`config.mk`:
```
export PLATFORM = sky130hd
export DESIGN_NAME = ffr_regs
export DESIGN_NICKNAME = d
export VERILOG_FILES = /design/src/rtl/ffr_pkg.sv /design/src/rtl/ffr_regs.sv
export SDC_FILE = /design/constraint.sdc
export NUM_CORES = 1
export LEC_CHECK = 0
export BUFFER_PORTS_ARGS = -buffer_cell sky130_fd_sc_hd__buf_2
export CAP_MARGIN = 20
export CORE_AREA = 2 2 57 59
export CTS_CLUSTER_SIZE = 12
export DETAILED_ROUTE_END_ITERATION = 7
export DIE_AREA = 0 0 59 61
export HOLD_SLACK_MARGIN = 0.08
export PLACE_DENSITY = 0.87
export SLEW_MARGIN = 20
export SYNTH_ARGS = -nofsm -noshare
export SYNTH_HDL_FRONTEND = slang
export SYNTH_SLANG_ARGS = --single-unit
```
`constraint.sdc`:
```
create_clock -name clk -period 2.2 [get_ports clk]
set_clock_uncertainty 0.1 [all_clocks]
set_input_delay 0.11 -clock clk [delete_from_list [all_inputs] [get_ports clk]]
set_output_delay 0.11 -clock clk [all_outputs]
set_load 0.01 [all_outputs]
```
`src/rtl/ffr_pkg.sv`:
```
// ---------------------------------------------------------------------------
// ffr_pkg
// Shared types and constants of the frame flip and rotate core.
// ---------------------------------------------------------------------------
`default_nettype none

package ffr_pkg;

    // request word, one per handshake on the req channel
    typedef struct packed {
        logic       operation;
        logic [7:0] pixel_red;
        logic [7:0] pixel_green;
        logic [7:0] pixel_blue;
    } req_word_t;

    // response word, one per read request
    typedef struct packed {
        logic [7:0] out_red;
        logic [7:0] out_green;
        logic [7:0] out_blue;
        logic       frame_end;
        logic       not_ready;
    } rsp_word_t;

    typedef struct packed {
        logic [8:0] frame_width;
        logic [8:0] frame_height;
        logic [2:0] transform_mode;
    } cfg_t;

    localparam int unsigned ADDR_W = 4;
    localparam int unsigned DATA_W = 32;

    localparam logic [1:0] REG_FRAME_WIDTH    = 2'd0;
    localparam logic [1:0] REG_FRAME_HEIGHT   = 2'd1;
    localparam logic [1:0] REG_TRANSFORM_MODE = 2'd2;

    localparam logic [2:0] MODE_NONE   = 3'd0;
    localparam logic [2:0] MODE_FLIP_H = 3'd1;
    localparam logic [2:0] MODE_FLIP_V = 3'd2;
    localparam logic [2:0] MODE_ROT90  = 3'd3;
    localparam logic [2:0] MODE_ROT180 = 3'd4;
    localparam logic [2:0] MODE_ROT270 = 3'd5;

    localparam logic [8:0] FRAME_WIDTH_RESET  = 9'd256;
    localparam logic [8:0] FRAME_HEIGHT_RESET = 9'd256;

    localparam logic OP_LOAD = 1'b0;
    localparam logic OP_READ = 1'b1;

    typedef enum logic [2:0] {
        ST_IDLE,
        ST_LOAD_MUL,
        ST_LOAD_WR,
        ST_READ,
        ST_SYNC_PREP,
        ST_SYNC_DIV,
        ST_SYNC_END
    } ffr_state_t;

    typedef struct packed {
        logic load_accept;
        logic read_accept;
        logic mul_step;
        logic write_step;
        logic read_finish;
        logic div_start;
        logic div_step;
        logic div_commit;
    } ffr_cmd_t;

    typedef struct packed {
        logic frame_full;
        logic div_last;
        logic slot_free;
    } ffr_status_t;

endpackage

`default_nettype wire

```
`src/rtl/ffr_regs.sv`:
```
// ---------------------------------------------------------------------------
// ffr_regs
// APB-style configuration registers: frame width, height and transform mode.
// ---------------------------------------------------------------------------
`default_nettype none

module ffr_regs (
    input  logic                        clk,
    input  logic                        rst_n,
    input  logic                        psel,
    input  logic                        penable,
    input  logic                        pwrite,
    input  logic [ffr_pkg::ADDR_W-1:0]  paddr,
    input  logic [ffr_pkg::DATA_W-1:0]  pwdata,
    output logic [ffr_pkg::DATA_W-1:0]  prdata,
    output logic                        pready,
    output ffr_pkg::cfg_t               cfg,
    output logic                        cfg_changed
);
    import ffr_pkg::*;

    cfg_t       cfg_reg;
    logic [1:0] reg_index;
    logic       wr_en;

    assign reg_index   = paddr[3:2];
    assign wr_en       = psel && penable && pwrite;
    assign pready      = 1'b1;
    assign cfg         = cfg_reg;
    assign cfg_changed = wr_en && (reg_index inside
                         {REG_FRAME_WIDTH, REG_FRAME_HEIGHT, REG_TRANSFORM_MODE});

    always_ff @(posedge clk or negedge rst_n)
    begin
        if (!rst_n)
        begin
            cfg_reg.frame_width    <= FRAME_WIDTH_RESET;
            cfg_reg.frame_height   <= FRAME_HEIGHT_RESET;
            cfg_reg.transform_mode <= MODE_NONE;
        end
        else if (wr_en)
        begin
            case (reg_index)
                REG_FRAME_WIDTH:    cfg_reg.frame_width    <= pwdata[8:0];
                REG_FRAME_HEIGHT:   cfg_reg.frame_height   <= pwdata[8:0];
                REG_TRANSFORM_MODE: cfg_reg.transform_mode <= pwdata[2:0];
                default:            ;
            endcase
        end
    end

    always_comb
    begin
        case (reg_index)
            REG_FRAME_WIDTH:    prdata = {{(DATA_W-9){1'b0}}, cfg_reg.frame_width};
            REG_FRAME_HEIGHT:   prdata = {{(DATA_W-9){1'b0}}, cfg_reg.frame_height};
            REG_TRANSFORM_MODE: prdata = {{(DATA_W-3){1'b0}}, cfg_reg.transform_mode};
            default:            prdata = '0;
        endcase
    end

endmodule

`default_nettype wire

```
==> impl_metrics.json <==
{
  "drt_first_pass_iters": 4,
  "period_minus_slack_ps": 1380,
  "cts_tree": "done",
  "path_class": "flop to output port",
  "cts.htree.levels": 1,
  "core_sq_um": 2950,
  "yosys.area_share.xor_xnor_pct": 0,
  "diodes": 0,
  "synth_async_sr_flop_share_pct": 100,
  "synth_top_cell_by_area": "dfrtp_1",
  "highest_layer": "met4",
  "layoutNonFillerInstCount": 187,
  "route.antenna.remaining_nets": 0,
  "finalHoldViolations": 0,
  "finalCritPeriodShare_pct": 62.9,
  "ys.warnings.count": 0,
  "largest_reg_flops": 21,
  "layout.nets": 196,
  "irDropWorstVdd_uv": 450,
  "drt_iter0_drc": 5,
  "setup_viol": 0,
  "postCtsSetupBuffers": 0,
  "globalplace.congestion": 0.689,
  "cts_resized": 0,
  "leakagePower_nw": 0.813,
  "drv_cap": 0,
  "grt_pass1_wl_mm": 3.93,
  "syn2layout_area_growth_pct": 24.2,
  "cts_max_path_buffers": 2,
  "vias": 853,
  "hold_buffers": 10,
  "synth_top_area_share_pct": 39.9,
  "crit_arrival_ps": 1170,
  "synth.area.top_cells": "dfrtp_1 (40%), buf_4 (15%), mux2_4 (11%)",
  "cts_root_buf": "clkbuf_4",
  "gr-total-overflow": 0,
  "grt_usage_pct": 14.6,
  "muxShareOfSynthArea_pct": 30.2,
  "placed_cells": 173,
  "synthSimpleGateAreaFrac_pct": 6.40,
  "synth_fa_ha_area_share_pct": 0,
  "synthesis.area_sq_um": 1190,
  "required_ps": 1990,
  "drt-vias-per-instance": 4.56,
  "path_max_fanout": 3,
  "rsz0062_at_grt": "no",
  "wl_met1_um": 991,
  "grt_start_max_net_pins": 22,
  "worst_slew_pin_slew_ps": 577,
  "drive_gt1_share_pct": 49.4,
  "wl_met2_mm": 1.11,
  "clock_latency_ps": 300,
  "fin_setup_tns_ps": 0,
  "die-area_sq_um": 3600,
  "grt_pass1_vias": 841,
  "rows": 20,
  "dieWidth_um": 59,
  "ios": 96,
  "synth_flop_cell": "dfrtp_1",
  "synth_edf_count": 0,
  "seq_area_frac_synth_pct": 44.3,
  "ys_ff_latch": 21,
  "hold_path_class": "input port to asynchronous set/reset pin",
  "start_util_pct": 40.4,
  "wl_mm": 2.36,
  "synth_most_common_cell": "buf_4",
  "clk_pin_slew_ps": 120,
  "antenna_found_initial": 0,
  "synth_cell_types": 19,
  "maxSlewHeadroom_pct": 61.5,
  "syn_inst": 98,
  "start_kind": "flop",
  "synthTopCellsByCount": "buf_4 (24), dfrtp_1 (19), mux2_2 (12), mux2_4 (9), mux2i_1 (9)",
  "end_kind": "output port",
  "cts_num_sinks": 21,
  "fmax_ghz": 0.723,
  "final_util_pct": 50.2,
  "status": "complete, no violations",
  "fp.dieH_um": 61,
  "pre_cts_ws_ps": 473,
  "wl_per_cell_um": 12.6,
  "slew_violations": 0,
  "cts_buffers": 3,
  "layout_setup_ws_ps": 816,
  "portBuffers": 46,
  "synth_area_per_cell_sq_um": 12.2,
  "p_total_mw": 1.14,
  "powerDensity_nw_per_um2": 767,
  "synth_top_family_by_area": "multiplexers",
  "met3_length_um": 224,
  "drc_errors": 0,
  "synth_compound_area_share_pct": 1.68
}
-- metal layers --
metal  track usage [%]  up-vias
li1                  -      397
met1              17.0      395
met2              26.2       57
met3              3.20        4
met4              5.84        0
met5                 0        -
-- layout by cell type, fill, tap and decap left out --
cell           synthesis  routed
a21oi_1                1       1
buf_2                  1      46
buf_4                 24       1
clkbuf_4               0       3
clkinv_2               0       1
conb_1                 2      24
dfrtp_1               19      19
dfstp_2                2       2
dlygate4sd3_1          0      10
mux2_2                12      12
mux2_4                 9       9
mux2i_1                9       9
nand2_1                3       3
nand3_2                1       1
nor2_1                 6       6
nor2b_1                1       1
nor3_2                 1       1
nor3b_1                1       1
o21ai_0                3       3
or3b_1                 1       1
-- worst max-delay path, cell delays in order, from the launching register on --
cell and delay [ps]:
dfstp_2 560, mux2i_1 70, nor2_1 100, buf_2 140
-- final cells by class --
type,count,area [sq um]
clock buffer,3,22.5
clock inverter,1,5.00
fill,248,1470
multi-input combinational,72,547
sequential,21,528
tap,33,41.3
timing repair buffer,57,338
-- power by group --
part	switching, mW	internal (mW)	total [mW]
Clock	0.116	0.0678	0.184
Combinational	0.192	0.212	0.404
Sequential	0.0662	0.482	0.548
-- logic make-up (layout without fill, tap and decap cells) --
| logic type | after synthesis | after routing |
|---|---|---|
| DFF | 21 | 21 |
| buffers and inverters | 27 | 61 |
| muxes | 30 | 30 |
| and+or+nand+nor | 14 | 14 |
| other | 2 | 24 |
| AOI/OAI and AO/OA | 4 | 4 |
-- through the flow --
step | cell area, sq um | hold slack (ps)
2_1_floorplan | 1270 | -286
3_3_place_gp | 1350 | -12.2
3_5_place_dp | 1350 | -6.42
4_1_cts | 1480 | 190
5_1_grt | 1480 | 201
6_report | 1480 | 176
-- worst paths after layout --
check | start | end | slack (ps) | depth (start not counted)
worst min-delay path | rst_n | cfg[18]$_DFFE_PN0P_ | 180 | 2
worst max-delay path | cfg[11]$_DFFE_PN1P_ | prdata[8] | 820 | 3
max in group asynchronous | rst_n | cfg[20]$_DFFE_PN1P_ | 1480 | 2
worst max register to register | cfg[14]$_DFFE_PN0P_ | cfg[14]$_DFFE_PN0P_ | 1320 | 1
min in group clk | penable | cfg[13]$_DFFE_PN0P_ | 220 | 4
worst min register to register | cfg[17]$_DFFE_PN0P_ | cfg[17]$_DFFE_PN0P_ | 440 | 1
Power figures use the tool's default switching activity.
