`src/rtl/ffr_pkg.sv`:
```
// ---------------------------------------------------------------------------
// ffr_pkg
// Shared types and constants of the frame flip and rotate core.
// ---------------------------------------------------------------------------
`default_nettype none

package ffr_pkg;

    // request word, one per handshake on the req channel
    typedef struct packed {
        logic       operation;
        logic [7:0] pixel_red;
        logic [7:0] pixel_green;
        logic [7:0] pixel_blue;
    } req_word_t;

    // response word, one per read request
    typedef struct packed {
        logic [7:0] out_red;
        logic [7:0] out_green;
        logic [7:0] out_blue;
        logic       frame_end;
        logic       not_ready;
    } rsp_word_t;

    typedef struct packed {
        logic [8:0] frame_width;
        logic [8:0] frame_height;
        logic [2:0] transform_mode;
    } cfg_t;

    localparam int unsigned ADDR_W = 4;
    localparam int unsigned DATA_W = 32;

    localparam logic [1:0] REG_FRAME_WIDTH    = 2'd0;
    localparam logic [1:0] REG_FRAME_HEIGHT   = 2'd1;
    localparam logic [1:0] REG_TRANSFORM_MODE = 2'd2;

    localparam logic [2:0] MODE_NONE   = 3'd0;
    localparam logic [2:0] MODE_FLIP_H = 3'd1;
    localparam logic [2:0] MODE_FLIP_V = 3'd2;
    localparam logic [2:0] MODE_ROT90  = 3'd3;
    localparam logic [2:0] MODE_ROT180 = 3'd4;
    localparam logic [2:0] MODE_ROT270 = 3'd5;

    localparam logic [8:0] FRAME_WIDTH_RESET  = 9'd256;
    localparam logic [8:0] FRAME_HEIGHT_RESET = 9'd256;

    localparam logic OP_LOAD = 1'b0;
    localparam logic OP_READ = 1'b1;

    typedef enum logic [2:0] {
        ST_IDLE,
        ST_LOAD_MUL,
        ST_LOAD_WR,
        ST_READ,
        ST_SYNC_PREP,
        ST_SYNC_DIV,
        ST_SYNC_END
    } ffr_state_t;

    typedef struct packed {
        logic load_accept;
        logic read_accept;
        logic mul_step;
        logic write_step;
        logic read_finish;
        logic div_start;
        logic div_step;
        logic div_commit;
    } ffr_cmd_t;

    typedef struct packed {
        logic frame_full;
        logic div_last;
        logic slot_free;
    } ffr_status_t;

endpackage

`default_nettype wire

```
`src/rtl/ffr_ctrl.sv`:
```
// ---------------------------------------------------------------------------
// ffr_ctrl
// Sequencer: accepts words, steps the load and read paths, and runs the
// column/row realignment after reset and after each register write.
// ---------------------------------------------------------------------------
`default_nettype none

module ffr_ctrl (
    input  logic                 clk,
    input  logic                 rst_n,
    input  logic                 req_valid,
    input  logic                 req_op,
    input  logic                 cfg_changed,
    input  ffr_pkg::ffr_status_t status,
    output logic                 req_stall,
    output ffr_pkg::ffr_cmd_t    cmd
);
    import ffr_pkg::*;

    ffr_state_t state_reg, state_next;
    logic       pending_reg, pending_next;
    logic       recent_reg;

    always_ff @(posedge clk or negedge rst_n)
    begin
        if (!rst_n)
        begin
            state_reg   <= ST_IDLE;
            pending_reg <= 1'b1;
            recent_reg  <= 1'b1;
        end
        else
        begin
            state_reg   <= state_next;
            pending_reg <= pending_next;
            recent_reg  <= cfg_changed;
        end
    end

    always_comb
    begin
        state_next = state_reg;
        cmd        = '0;
        req_stall  = 1'b1;
        case (state_reg)
            ST_IDLE:
            begin
                if (pending_reg)
                begin
                    state_next = ST_SYNC_PREP;
                end
                else
                begin
                    // a read needs the response register free
                    req_stall = (req_op == OP_READ) && !status.slot_free;
                    if (req_valid && !req_stall)
                    begin
                        if (req_op == OP_LOAD)
                        begin
                            cmd.load_accept = 1'b1;
                            state_next      = ST_LOAD_MUL;
                        end
                        else
                        begin
                            cmd.read_accept = 1'b1;
                            if (status.frame_full)
                            begin
                                state_next = ST_READ;
                            end
                        end
                    end
                end
            end
            ST_LOAD_MUL:
            begin
                cmd.mul_step = 1'b1;
                state_next   = ST_LOAD_WR;
            end
            ST_LOAD_WR:
            begin
                cmd.write_step = 1'b1;
                state_next     = ST_IDLE;
            end
            ST_READ:
            begin
                cmd.read_finish = 1'b1;
                state_next      = ST_IDLE;
            end
            ST_SYNC_PREP:
            begin
                // wait while recent_reg shows a write, so the registered pixel total is current
                if (!recent_reg)
                begin
                    cmd.div_start = 1'b1;
                    state_next    = ST_SYNC_DIV;
                end
            end
            ST_SYNC_DIV:
            begin
                cmd.div_step = 1'b1;
                if (status.div_last)
                begin
                    state_next = ST_SYNC_END;
                end
            end
            ST_SYNC_END:
            begin
                cmd.div_commit = 1'b1;
                state_next     = ST_IDLE;
            end
            default:
            begin
                state_next = ST_IDLE;
            end
        endcase
        pending_next = cfg_changed || (pending_reg && !cmd.div_start);
    end

endmodule

`default_nettype wire

```
`config.mk`:
```
export PLATFORM = sky130hd
export DESIGN_NAME = ffr_ctrl
export DESIGN_NICKNAME = d
export VERILOG_FILES = /design/src/rtl/ffr_pkg.sv /design/src/rtl/ffr_ctrl.sv
export SDC_FILE = /design/constraint.sdc
export NUM_CORES = 1
export LEC_CHECK = 0
export BUFFER_PORTS_ARGS = -buffer_cell sky130_fd_sc_hd__buf_2
export CORE_AREA = 5 5 42 44
export CTS_CLUSTER_SIZE = 30
export DETAILED_ROUTE_END_ITERATION = 8
export DIE_AREA = 0 0 47 49
export PLACE_DENSITY = 0.48
export SYNTH_ARGS = -nofsm -noshare
export SYNTH_HDL_FRONTEND = slang
export SYNTH_SLANG_ARGS = --single-unit
```
`constraint.sdc`:
```
create_clock -name clk -period 1.4 [get_ports clk]
set_clock_uncertainty 0.05 [all_clocks]
set_input_delay 0.14 -clock clk [delete_from_list [all_inputs] [get_ports clk]]
set_output_delay 0.14 -clock clk [all_outputs]
set_load 0.03 [all_outputs]
```
==> summary.md <==
| Metric | Value |
|---|---|
| Synthesized cell area | `318 um2` |
| Routability congestion estimate | `0.632` |
| PnR worst setup slack | `-0.0789 ns` |
| Die height | `49 um` |
| ANT nets after route | `0` |
| Tcrit/Tclk final | `1.06` |
| Failing checks | `setup timing` |
| Core Util, Final | `0.429` |
| # diodes | `0` |
| Main flop type after synthesis | `dfrtp_1` |
| Flop2flop setup slack | `0.08 ns` |
| Worst IR drop on VDD | `1040 uV` |
| Synth Area in Compound Gates | `0.154` |
| Drt total wl | `778 um` |
| Async SR Flop Fraction | `1.00` |
| Commonest cells in the netlist | `nand2_1 (5), nor2_1 (5), dfrtp_1 (3), inv_1 (3)` |
| Buffers on Ports | `16` |
| Wirelength per Cell | `9.85 um` |
| Num CTS Buffers | `3` |
| PwrDens | `1890 nW/um2` |
| # DRC | `0` |
| Warnings, synthesis | `0` |
| Pre-CTS setup slack | `-0.0112 ns` |
| Clk root buf | `clkbuf_4` |
| Max Buffers Root-to-Sink | `2` |
| Setup-failing EPs final | `4` |
| Initial DRC Count | `3` |
| Worst-skew pair later-pin latency | `0.23 ns` |
| Htree depth | `1` |
| First-pass GRT wire length | `1.43 mm` |
| Die Wd | `47 um` |
| Largest family of logic cells by synthesized area | `simple AND/OR/NAND/NOR gates` |
| Placed cell count | `70` |
| Min cycle time layout | `1.48 ns` |
| Synth Area in Adders | `0` |
| Vias in the first global route | `321` |
| Post-synth top area share | `0.236` |
| Crit path cell chain | `buf_4 > nor4b_4 > buf_6` |
| Post-Synthesis Cells | `37` |
| Critical path's largest stage delay | `0.40 ns` |
| Post-synthesis simple-gate area fraction | `0.295` |
| Finished Layout Cells | `79` |
| Relative slew slack | `0.814` |
| Critical Path Start Type | `flop` |
| Max FFs per register | `3` |
| Share of layout cells above drive strength 1 | `0.651` |
| Max Transition Viols Final | `0` |
| Main area contributors after synthesis | `dfrtp_1 (24%), dfstp_2 (17%), nand2_1 (5.9%), nor2_1 (5.9%), buf_4 (4.7%)` |
| Fmax | `676 MHz` |
| Area Growth Syn to Fin | `89.4%` |
| Total of max-cap violations | `0` |
| Largest net degree at the start of global routing | `10` |
| WP data required | `1.21 ns` |
| Setup crit end kind | `output pin` |
| Fin nets | `72` |
| Vias/cell | `4.34` |
| DP Wirelength | `599 um` |
| Worst hold slack | `0.186 ns` |
| Worst slew pin tran | `0.278 ns` |
| FP Rows | `14` |
| RSZ-0062 raised after global routing | `true` |
| Total number of vias | `343` |
| Synthesized area per cell | `8.59 um2` |
| Clock sinks | `5` |
| Post-synth EDFFs | `0` |
| Design Power | `1140 uW` |
| GRT Total Usage | `0.0849` |
| Effective utilization at floorplan | `0.227` |
| CP max stage cell | `dfrtp_1` |
| Crit path max fanout | `9` |
| Multiplexer area fraction after synthesis | `0.0315` |
| Clock transition at path regs | `0.04 ns` |
| Die area | `2300 um2` |
| Seq/Total Area, Yosys | `0.402` |
| CTS tree | `done` |
| Core area | `1400 um2` |
| Total global routing overflow | `0` |
| Crit path from | `state_reg[1]` |
| Initial antenna violation count | `0` |
| Post-synth cell types | `21` |
| Critical path arrival | `1.29 ns` |
| Hold violation total from the final report | `0` |
| Reg2reg start | `pending_reg` |
| Static Leak | `0.000279 uW` |
| Yosys top cell by area | `dfrtp_1` |
| Xor and xnor area share after synthesis | `0` |
| I/O pin cnt | `17` |
| Syn_nets | `45` |
| Status | `finished with violations` |
| Worst hold path type | `input port to asynchronous set/reset pin` |
| Yosys reg bits | `5` |
| Drt first pass iters | `2` |
| Worst Path Class, Setup | `flop to output pin` |
[metrics by stage]
| step | area (um2) | setup TNS [ns] |
|---|---|---|
| after detailed placement | 447 | -0.0222 |
| after global placement | 447 | 0 |
| final | 602 | -0.224 |
| after floorplan | 343 | -0.185 |
| after global routing | 602 | -0.670 |
| after CTS | 557 | -0.350 |
[cell families after synthesis]
family	count (synthesis)
muxes	1
buffers and inverters	6
AOI/OAI and AO/OA	7
and+or+nand+nor	18
DFF	5
[cell usage in the layout (no fill, tap or decap), types with 2 or more instances in the layout]
cell,count
a21oi_1,2
buf_2,8
buf_4,8
buf_6,6
clkbuf_4,4
dfrtp_1,2
dfstp_2,2
dlygate4sd3_1,2
inv_1,2
nand2_1,4
nor2_1,3
nor2_2,2
nor3b_2,2
[report_power, final]
group	total, uW	switching, uW	internal [uW]
Sequential	279	72.7	206
Clock	157	50.0	107
Combinational	701	358	342
Total	1140	481	656
[worst paths after layout]
| check | depth (start not counted) | endpoint |
|---|---|---|
| min in group clk | 3 | state_reg[0] |
| setup / recovery | 3 | cmd[2] |
| setup reg to reg | 3 | state_reg[1] |
| max in group asynchronous | 2 | recent_reg |
| hold / removal | 2 | state_reg[2] |
| hold reg to reg | 3 | pending_reg |
[timing repair]
item                                    4_1_cts  5_1_grt
endpoints found under the hold margin         6        0
resized for setup                            15       12
pin swaps                                     0        2
buffers inserted                              2        1
hold buffers                                  2        0
endpoints found under the setup margin        6       10
[area by class of cell]
type / count / area [um2]
sequential: 5 / 129
timing repair buffer: 25 / 195
fill: 145 / 800
multi-input combinational: 26 / 215
tap: 16 / 20.0
inverter: 3 / 16.3
clock buffer: 4 / 26.3
[worst max-delay path, delay by kind of cell, from the launching register on]
kind | cells | cell delay (ns)
flip-flops | 1 | 0.40
buffers and inverters | 2 | 0.36
AND/OR/NAND/NOR | 1 | 0.29
[routing by layer]
| metal | routed length [um] | vias to the layer above | global-route usage | part of all wire |
|---|---|---|---|---|
| li1 | - | 179 | - | - |
| met1 | 321 | 158 | 0.116 | 0.41 |
| met2 | 419 | 6 | 0.113 | 0.54 |
| met3 | 37 | 0 | 0.0221 | 0.048 |
| met4 | 0 | 0 | 0.0553 | 0 |
| met5 | 0 | - | 0 | 0 |
No activity file was read; power rests on OpenSTA's default activity.
